<file path="src/rtl/core/ile_pkg.sv">
// Shared types and constants for the indexed list engine.
// No dependencies; the core, the checker and the testbench refer to this package.
`timescale 1ns / 1ps

package ile_pkg;

  localparam int DEFAULT_CAPACITY = 64;
  localparam int DATA_W = 32;

  typedef enum logic [1:0] {
    ACT_APPEND = 2'd0,
    ACT_INSERT = 2'd1,
    ACT_DELETE = 2'd2,
    ACT_MIN    = 2'd3
  } action_t;

  typedef enum logic [1:0] {
    ST_OK    = 2'd0,
    ST_POS   = 2'd1,
    ST_EMPTY = 2'd2,
    ST_FULL  = 2'd3
  } status_t;

  typedef enum logic [1:0] {
    S_IDLE   = 2'd0,
    S_INSERT = 2'd1,
    S_DELETE = 2'd2,
    S_MIN    = 2'd3
  } state_t;

endpackage

</file>
<file path="src/rtl/core/ile_ram.sv">
// Generic single-port-write, single-port-read RAM with a registered read.
// No dependencies.
`timescale 1ns / 1ps

module ile_ram #(
  parameter int WIDTH = 32,
  parameter int DEPTH = 64
) (
  input  logic                     clk,
  input  logic                     we,
  input  logic [$clog2(DEPTH)-1:0] waddr,
  input  logic [WIDTH-1:0]         wdata,
  input  logic [$clog2(DEPTH)-1:0] raddr,
  output logic [WIDTH-1:0]         rdata
);

  logic [WIDTH-1:0] mem [DEPTH];

  always_ff @(posedge clk) begin
    if (we) begin
      mem[waddr] <= wdata;
    end
    rdata <= mem[raddr];
  end

endmodule

</file>
<file path="src/rtl/core/indexed_list_engine_core.sv">
// Top level of the indexed list engine: sequencer, list count and result registers.
// Depends on ile_pkg and ile_ram.
//
// An ordered list of signed 32-bit values held in one RAM of CAPACITY entries.
// A request is taken when start is high and busy is low; its result appears on
// status, result_value and entry_count for exactly one cycle with done high, in the
// cycle after the request finishes, and the receiver cannot stall it. Append and
// every rejected request finish in the cycle they are taken, so done follows on
// the next cycle. Insert and delete move one entry per cycle through the single
// RAM port pair, except that an insert at a position equal to the count moves
// nothing; a minimum scans one entry per cycle through one signed comparator.
// The result registers hold their values until the next request is taken.
`timescale 1ns / 1ps

module indexed_list_engine_core #(
  parameter int CAPACITY = ile_pkg::DEFAULT_CAPACITY
) (
  input  logic                                clk,
  input  logic                                rst,
  input  logic                                start,
  output logic                                busy,
  input  ile_pkg::action_t                    action,
  input  logic [$clog2(CAPACITY+1)-1:0]       position,
  input  logic signed [ile_pkg::DATA_W-1:0]   item_value,
  output logic                                done,
  output ile_pkg::status_t                    status,
  output logic signed [ile_pkg::DATA_W-1:0]   result_value,
  output logic [$clog2(CAPACITY+1)-1:0]       entry_count
);

  localparam int CNT_W = $clog2(CAPACITY + 1);
  localparam int AW = $clog2(CAPACITY);
  localparam int DW = ile_pkg::DATA_W;

  ile_pkg::state_t state, state_next;
  logic [CNT_W-1:0] fill_count, fill_count_next;
  logic [CNT_W-1:0] cur, cur_next;
  logic [CNT_W-1:0] cur_dec, cur_inc;
  logic             pend, pend_next;
  logic             pend_first, pend_first_next;
  logic [AW-1:0]    pend_addr, pend_addr_next;
  logic [CNT_W-1:0] op_pos, op_pos_next;
  logic signed [DW-1:0] op_value, op_value_next;
  logic signed [DW-1:0] best, best_next;
  logic             done_next;
  ile_pkg::status_t status_next;
  logic signed [DW-1:0] result_value_next;
  logic [CNT_W-1:0] entry_count_next;

  logic             ram_we;
  logic [AW-1:0]    ram_waddr;
  logic [DW-1:0]    ram_wdata;
  logic [AW-1:0]    ram_raddr;
  logic signed [DW-1:0] ram_rdata;
  logic             full;

  ile_ram #(
    .WIDTH (DW),
    .DEPTH (CAPACITY)
  ) u_ram (
    .clk   (clk),
    .we    (ram_we),
    .waddr (ram_waddr),
    .wdata (ram_wdata),
    .raddr (ram_raddr),
    .rdata (ram_rdata)
  );

  assign cur_dec = cur - CNT_W'(1);
  assign cur_inc = cur + CNT_W'(1);
  assign full = (fill_count == CNT_W'(CAPACITY));
  assign busy = (state != ile_pkg::S_IDLE);

  always_ff @(posedge clk) begin
    if (rst) begin
      state <= ile_pkg::S_IDLE;
      fill_count <= '0;
      pend <= 1'b0;
      done <= 1'b0;
    end else begin
      state <= state_next;
      fill_count <= fill_count_next;
      pend <= pend_next;
      done <= done_next;
    end
  end

  always_ff @(posedge clk) begin
    cur <= cur_next;
    pend_first <= pend_first_next;
    pend_addr <= pend_addr_next;
    op_pos <= op_pos_next;
    op_value <= op_value_next;
    best <= best_next;
    status <= status_next;
    result_value <= result_value_next;
    entry_count <= entry_count_next;
  end

  always_comb begin
    state_next = state;
    fill_count_next = fill_count;
    cur_next = cur;
    pend_next = 1'b0;
    pend_first_next = pend_first;
    pend_addr_next = pend_addr;
    op_pos_next = op_pos;
    op_value_next = op_value;
    best_next = best;
    done_next = 1'b0;
    status_next = status;
    result_value_next = result_value;
    entry_count_next = entry_count;
    ram_we = 1'b0;
    ram_waddr = pend_addr;
    ram_wdata = ram_rdata;
    ram_raddr = cur[AW-1:0];

    case (state)
      ile_pkg::S_IDLE: begin
        if (start) begin
          op_pos_next = position;
          op_value_next = item_value;
          done_next = 1'b1;
          status_next = ile_pkg::ST_OK;
          result_value_next = '0;
          entry_count_next = fill_count;
          case (action)
            ile_pkg::ACT_APPEND: begin
              if (full) begin
                status_next = ile_pkg::ST_FULL;
              end else begin
                ram_we = 1'b1;
                ram_waddr = fill_count[AW-1:0];
                ram_wdata = item_value;
                fill_count_next = fill_count + CNT_W'(1);
                entry_count_next = fill_count + CNT_W'(1);
              end
            end
            ile_pkg::ACT_INSERT: begin
              if (position > fill_count) begin
                status_next = ile_pkg::ST_POS;
              end else if (full) begin
                status_next = ile_pkg::ST_FULL;
              end else begin
                done_next = 1'b0;
                cur_next = fill_count;
                state_next = ile_pkg::S_INSERT;
              end
            end
            ile_pkg::ACT_DELETE: begin
              if (fill_count == '0) begin
                status_next = ile_pkg::ST_EMPTY;
              end else if (position >= fill_count) begin
                status_next = ile_pkg::ST_POS;
              end else begin
                done_next = 1'b0;
                cur_next = position;
                state_next = ile_pkg::S_DELETE;
              end
            end
            default: begin
              if (fill_count == '0) begin
                status_next = ile_pkg::ST_EMPTY;
              end else begin
                done_next = 1'b0;
                cur_next = '0;
                state_next = ile_pkg::S_MIN;
              end
            end
          endcase
        end
      end

      ile_pkg::S_INSERT: begin
        if (pend) begin
          ram_we = 1'b1;
        end
        if (cur > op_pos) begin
          ram_raddr = cur_dec[AW-1:0];
          pend_next = 1'b1;
          pend_addr_next = cur[AW-1:0];
          cur_next = cur_dec;
        end else if (!pend) begin
          ram_we = 1'b1;
          ram_waddr = op_pos[AW-1:0];
          ram_wdata = op_value;
          fill_count_next = fill_count + CNT_W'(1);
          done_next = 1'b1;
          status_next = ile_pkg::ST_OK;
          result_value_next = '0;
          entry_count_next = fill_count + CNT_W'(1);
          state_next = ile_pkg::S_IDLE;
        end
      end

      ile_pkg::S_DELETE: begin
        if (pend) begin
          if (pend_first) begin
            best_next = ram_rdata;
          end else begin
            ram_we = 1'b1;
          end
        end
        if (cur < fill_count) begin
          pend_next = 1'b1;
          pend_first_next = (cur == op_pos);
          pend_addr_next = cur_dec[AW-1:0];
          cur_next = cur_inc;
        end else if (!pend) begin
          fill_count_next = fill_count - CNT_W'(1);
          done_next = 1'b1;
          status_next = ile_pkg::ST_OK;
          result_value_next = best;
          entry_count_next = fill_count - CNT_W'(1);
          state_next = ile_pkg::S_IDLE;
        end
      end

      ile_pkg::S_MIN: begin
        if (pend) begin
          if (pend_first || (ram_rdata < best)) begin
            best_next = ram_rdata;
          end
        end
        if (cur < fill_count) begin
          pend_next = 1'b1;
          pend_first_next = (cur == '0);
          cur_next = cur_inc;
        end else if (!pend) begin
          done_next = 1'b1;
          status_next = ile_pkg::ST_OK;
          result_value_next = best;
          entry_count_next = fill_count;
          state_next = ile_pkg::S_IDLE;
        end
      end

      default: begin
        state_next = ile_pkg::S_IDLE;
      end
    endcase
  end

endmodule

</file>
<file path="config.mk">
export PLATFORM = sky130hd
export DESIGN_NAME = indexed_list_engine_core
export DESIGN_NICKNAME = d
export VERILOG_FILES = /design/src/rtl/core/ile_pkg.sv /design/src/rtl/core/ile_ram.sv /design/src/rtl/core/indexed_list_engine_core.sv
export SDC_FILE = /design/constraint.sdc
export NUM_CORES = 2
export LEC_CHECK = 0
export BUFFER_PORTS_ARGS = -buffer_cell sky130_fd_sc_hd__clkbuf_2
export CAP_MARGIN = 20
export CELL_PAD_IN_SITES_DETAIL_PLACEMENT = 1
export CELL_PAD_IN_SITES_GLOBAL_PLACEMENT = 1
export CORE_UTILIZATION = 37
export DETAILED_ROUTE_END_ITERATION = 7
export PLACE_DENSITY_LB_ADDON = 0.1
export SKIP_CTS_REPAIR_TIMING = 1
export SYNTH_ARGS = -nofsm -noshare
export SYNTH_HDL_FRONTEND = slang
export SYNTH_HIERARCHICAL = 1
export SYNTH_SLANG_ARGS = --single-unit
export TNS_END_PERCENT = 1
</file>
<file path="constraint.sdc">
create_clock -name clk -period 4.8 [get_ports clk]
set_clock_uncertainty 0.05 [all_clocks]
set_input_delay 0.72 -clock clk [delete_from_list [all_inputs] [get_ports clk]]
set_output_delay 0.72 -clock clk [all_outputs]
set_load 0.02 [all_outputs]
</file>
### Yosys cells after proc, flatten, opt, wreduce, memory -nomap -nowiden

Memory sizes are Yosys's and may differ from the RTL's. A register that Yosys moved wholly into a read port is not among the register bits.
Cells that the tools add are included.

* $add $sub $neg: 4
* multiply operators: 0
* div/mod/pow operators: 0
* magnitude comparators: 5
* eq/ne operators: 30
* shift-type cells: 0
* multiplexer cells: 99
* bitwise operators: 0
* reductions and logical operators: 20

Operator list (number)
* two-way mux 32 bit: 14
* case mux 32 bit (2 select lines): 2
* two-way mux 7 bit: 17
* case mux 32 bit (3 select lines): 1
* case mux 7 bit (3 select lines): 3
* two-way mux 6 bit: 9
* two-way mux 2 bit: 17
* inequality test 2 bit (second input constant): 17
* less-than comparator 32 bit: 1
* case mux 7 bit (4 select lines): 1
* two-way mux 1 bit: 24
* case mux 2 bit (3 select lines): 4
* case mux 6 bit (2 select lines): 2
* AND reduction 9 bit: 2
* adder 7 x 1 -> 7 bit (second input constant): 2
* > comparator 7 bit: 2
* zero test 7 bit: 2
* subtractor 7 x 1 -> 7 bit (second input constant): 2
* inequality test 3 bit (second input constant): 4
* AND reduction 5 bit: 2
* case mux 1 bit (3 select lines): 3
* AND reduction 3 bit: 3
* == test 7 bit: 1
* == test 7 bit (second input constant): 1
* other kinds (15): 22

* register bits after elaboration: 137
* latch bits: 0
* RAM bits: 2048
* bits in read-only memories: 0
* bits of input ports: 44
* output and inout port bits: 43
* word-level logic and storage cells: 172
* memories: 1

Memory list
* u_ram.mem: depth 64, width 32, read ports 1, clocked after memory_dff 1, write ports 1, line ile_ram.sv:17 `logic [WIDTH-1:0] mem [DEPTH];`

### Logic depth before layout (Yosys ltp)

* word-level depth: 7
* depth in mapped cells: 17
* gate-level depth less buffers: 12

### By module

The synthesis kept the hierarchy.

By module, submodules not included
* ile_ram: instances 1, cells each 3511, area each 79039.6 µm², seq. area each 62139.6 µm²
* indexed_list_engine_core: instances 1, cells each 789, area each 8289.2 µm², seq. area each 4003.8 µm²

### Least setup slack after synthesis

No wires, ideal clock.

* kind: register -> register
* start point: register cur[0]
* end point: memory u_ram.mem[0][11], data pin
* library setup time: 702 ps
* arrival time: 4448 ps
* data required time: 4048 ps
* path slack: -400 ps
* cell stages (with the launch flop): 12
* buffers on the path: 3
* clock period less this slack: 5200 ps
* cells stage by stage: edfxtp_1 buf_2 inv_1 ha_1 nand3_1 or2_1 a21bo_2 nand2_1 buf_6 buf_4 mux2i_1 o21ai_0

* cells in the longest elaborated chain, start to end: 3

RTL lines
* from (decl): line indexed_list_engine_core.sv:37 `logic [CNT_W-1:0] cur, cur_next;`
* from (signal assigned): line indexed_list_engine_core.sv:89 `cur <= cur_next;`
* > comparator 7 bit: line indexed_list_engine_core.sv:179 `if (cur > op_pos) begin`
* two-way mux 32 bit: line indexed_list_engine_core.sv:179
* case mux 32 bit (2 select lines): line indexed_list_engine_core.sv:119 `case (state)`
* via ram_wdata[11]: line indexed_list_engine_core.sv:52 `logic [DW-1:0] ram_wdata;`
* to (decl): line ile_ram.sv:17

The timed path passes the listed nets, and every way through them passes these cells.

### Final worst setup path

* start point: register cur[6]
* end point: register u_ram.rdata[31], read port of u_ram.mem

* cells in the longest elaborated chain, start to end: 3

RTL lines
* > comparator 7 bit: line indexed_list_engine_core.sv:179
* two-way mux 6 bit: line indexed_list_engine_core.sv:179
* two-way mux 6 bit: line indexed_list_engine_core.sv:119
* via ram_raddr[5]: line indexed_list_engine_core.sv:53 `logic [AW-1:0] ram_raddr;`
* to (decl): line ile_ram.sv:14 `output logic [WIDTH-1:0] rdata`

The timed path passes the listed nets, and every way through them passes these cells.
A chain may end at the register's enable or synchronous reset.

==> impl_metrics.json <==
{
  "die_h_um": 488,
  "peakVddDrop_mv": 0.459,
  "clock_latency_ps": 890,
  "avgViaCountPerCell": 5.65,
  "drt-initial-drc-count": 4320,
  "drive_above_1_share_pct": 27.9,
  "synth_cell_types": 78,
  "vias": 45860,
  "crit_type": "flop to flop",
  "fin_util_pct": 44.2,
  "cts_tree": "done",
  "final_nets": 4882,
  "yosysMostFrequentCell": "edfxtp_1",
  "grt_usage_pct": 23.2,
  "yosysTopAreaCell": "edfxtp_1",
  "area_growth_pct": 18.2,
  "ys_seq_elements": 2217,
  "grt_pass1_vias": 47361,
  "finalSetupViolations": 0,
  "p_total_mw": 69.5,
  "p_sw_share_pct": 36.0,
  "ys.flop_type": "edfxtp_1",
  "path_buf_inv": 3,
  "finalWirelength_um": 275000,
  "grt_setup_unrepaired": "false",
  "min_path_type": "primary input to flop",
  "grt_max_degree": 65,
  "critPathCaptureType": "flop",
  "fin_area_um2": 103000,
  "drc": 0,
  "drv_cap": 0,
  "min_period_ps": 4660,
  "gp_congestion": 0.821,
  "final_hold_viol_count": 0,
  "placed_area_um2": 95400,
  "cp.arrival_ps": 5380,
  "clkPwrFrac_pct": 25.7,
  "cts.clk_slew.worst_paths_ps": 60,
  "finalCritPeriodShare_pct": 97.0,
  "core_um2": 234000,
  "dieArea_um2": 238000,
  "drv_slew": 0,
  "relSlewSlack_pct": 26.7,
  "p_switching_mw": 25.0,
  "netlist_instances": 4300,
  "cts_buffers": 232,
  "fill_cells": 21570,
  "start_kind": "flop",
  "cp_top_family": "compound AO/OA/AOI/OAI gates",
  "grt_first_pass_wirelength_um": 383000,
  "p_seq_share_pct": 37.3,
  "synth_common_cells": "edfxtp_1, mux4_2, mux2i_1",
  "path_max_fanout": 13,
  "start_util_pct": 37.4,
  "die_x_um": 488,
  "antenna_found_initial": 25,
  "status": "finished, final reports clean",
  "synth_nets": 4409,
  "worst_pin_slew_ps": 1070,
  "ys_top_cells_by_area": "edfxtp_1, mux4_2, mux2i_1, a22oi_1, dfxtp_1",
  "p_leak_nw": 33.2,
  "synth_edf_count": 2174,
  "pwr-share-comb_pct": 37.0,
  "hpwl_um": 171000,
  "ys.warnings.count": 6,
  "synth_top_area_share_pct": 74.8,
  "clock_path_buffers": 3,
  "gr-total-overflow": 0,
  "max_stage_delay_ps": 930,
  "cp_slowest_cell": "a2111oi_0",
  "power_density_nw_per_um2": 673,
  "syn_avg_cell_area_um2": 20.3,
  "firstDrtPassIters": 5,
  "portBuffers": 86,
  "ys_async_sr_fraction_pct": 0,
  "clockRootBuffer": "clkbuf_16",
  "netlist_area_um2": 87300,
  "crit_path_frequent_cell": "buf_4",
  "detail-route-antenna-nets": 0,
  "cp_cell_sequence": "ha_1 -> nand4_1 -> a21o_1 -> a21oi_1 -> buf_4 -> nand2b_1 -> xnor2_4 -> and2_1 -> nor2_1 -> buf_4 -> a2111oi_0 -> nor3_1 -> buf_4 -> o211a_1",
  "critical_path_required_ps": 5520,
  "htreeDepth": 4,
  "p_int_mw": 44.5,
  "io_pins": 87,
  "synth-seq-area-share_pct": 75.7,
  "fmax_mhz": 215,
  "fp-row-count": 177,
  "cts_sinks": 2217,
  "wl_per_cell_um": 34.0
}
==> routing by layer <==
metal,wire length [um],up-vias,GRT usage (%),share of wire [%]
met3,15600,289,3.15,5.7
met5,13,-,0,0.0047
met4,5540,2,5.31,2.0
met1,124000,25344,33.7,45
li1,-,18942,-,-
met2,130000,1283,37.1,47
==> power groups by stage <==
stage / clock network (mW) / registers [mW] / logic, mW
final: 17.9 / 25.9 / 25.8
after detailed placement: 0 / 26.4 / 26.0
after CTS: 18.2 / 25.9 / 26.0
after global placement: 0 / 26.3 / 25.7
after global routing: 18.9 / 26.0 / 27.2
after floorplan: 0 / 26.5 / 13.8
==> per-stage QoR <==
| stage | worst slack [ps] | instances | TNS, ps | hold slack (ps) |
|---|---|---|---|---|
| after detailed placement | -114 | 7646 | -405 | 496 |
| after floorplan | -294 | 4300 | -293540 | 384 |
| final | 142 | 8111 | 0 | 37.8 |
| after global placement | -332 | 7643 | -1690 | 500 |
| after global routing | 0.671 | 8103 | 0 | 0.765 |
| after CTS | -121 | 8077 | -563 | -94.1 |
==> placed cells by master (no fill, tap or decap), types with 12 or more instances in the layout <==
cell type	n
nand3_1	64
clkinv_2	37
nor2_1	83
buf_4	272
ha_1	65
clkbuf_2	86
o211ai_1	15
a31oi_1	22
a21oi_1	73
clkinv_1	47
mux4_2	446
inv_1	62
a211o_1	13
dlygate4sd3_1	21
clkbuf_8	12
o22a_1	12
buf_12	108
a22o_1	12
a211oi_1	33
a22oi_1	170
nor3_1	24
bufinv_16	19
o21ai_0	54
nand2_1	67
o221ai_1	16
clkbuf_1	62
mux2i_1	229
o22ai_1	51
clkbuf_16	236
dfxtp_1	43
edfxtp_1	2174
nand4_1	14
o21ai_4	26
nor2b_1	13
a311o_1	12
nor2_4	66
==> sequential cells by signal, summed over array words and instances, names as in the netlist <==
signal	cells
entry_count	7
fill_count	7
best	32
done	1
pend_addr	6
op_value	32
status	2
u_ram/rdata	32
pend	1
cur	7
op_pos	7
result_value	32
u_ram/mem	2048
pend_first	1
state	2
==> worst reg2reg max path: stages (launching register included) <==
cell	delay, ps
edfxtp_1	390
ha_1	360
nand4_1	140
a21o_1	210
a21oi_1	290
buf_4	240
nand2b_1	140
xnor2_4	500
and2_1	450
nor2_1	70
buf_4	210
a2111oi_0	930
nor3_1	100
buf_4	220
o211a_1	220
==> logic make-up (layout without fill, tap and decap cells) <==
logic type | Yosys count | count (layout) | share of synthesized area, %
flip-flops | 2217 | 2217 | 75.7
multiplexers | 676 | 676 | 14.1
AO/OA/AOI/OAI | 582 | 582 | 4.66
AND/OR/NAND/NOR | 422 | 422 | 2.34
buffers and inverters | 318 | 988 | 1.98
adder cells (fa/ha/maj) | 65 | 65 | 0.931
XOR/XNOR | 20 | 20 | 0.201
other | 0 | 9 | 0
==> worst paths after layout <==
path                                              start                       to  slack, ps  cells past startpoint
worst max register to register         cur[6]$_DFFE_PP_  u_ram/rdata[31]$_DFF_P_        140                     14
worst max-delay path                   cur[6]$_DFFE_PP_  u_ram/rdata[31]$_DFF_P_        140                     14
worst min register to register  u_ram/rdata[19]$_DFF_P_       best[19]$_DFFE_PP_        500                      0
worst min-delay path                     item_value[22]   op_value[22]$_DFFE_PP_         40                      1
==> final cells by class <==
type	instances	area (um^2)	area share, %
clock buffer	310	6300	6.10
sequential	2217	66100	64.1
timing repair buffer	492	4940	4.78
inverter	65	246	0.239
multi-input combinational	1765	20500	19.9
clock inverter	121	1180	1.14
tap	3132	3920	3.80
antenna	9	22.5	0.0218
(Power assumes the default switching activity.)
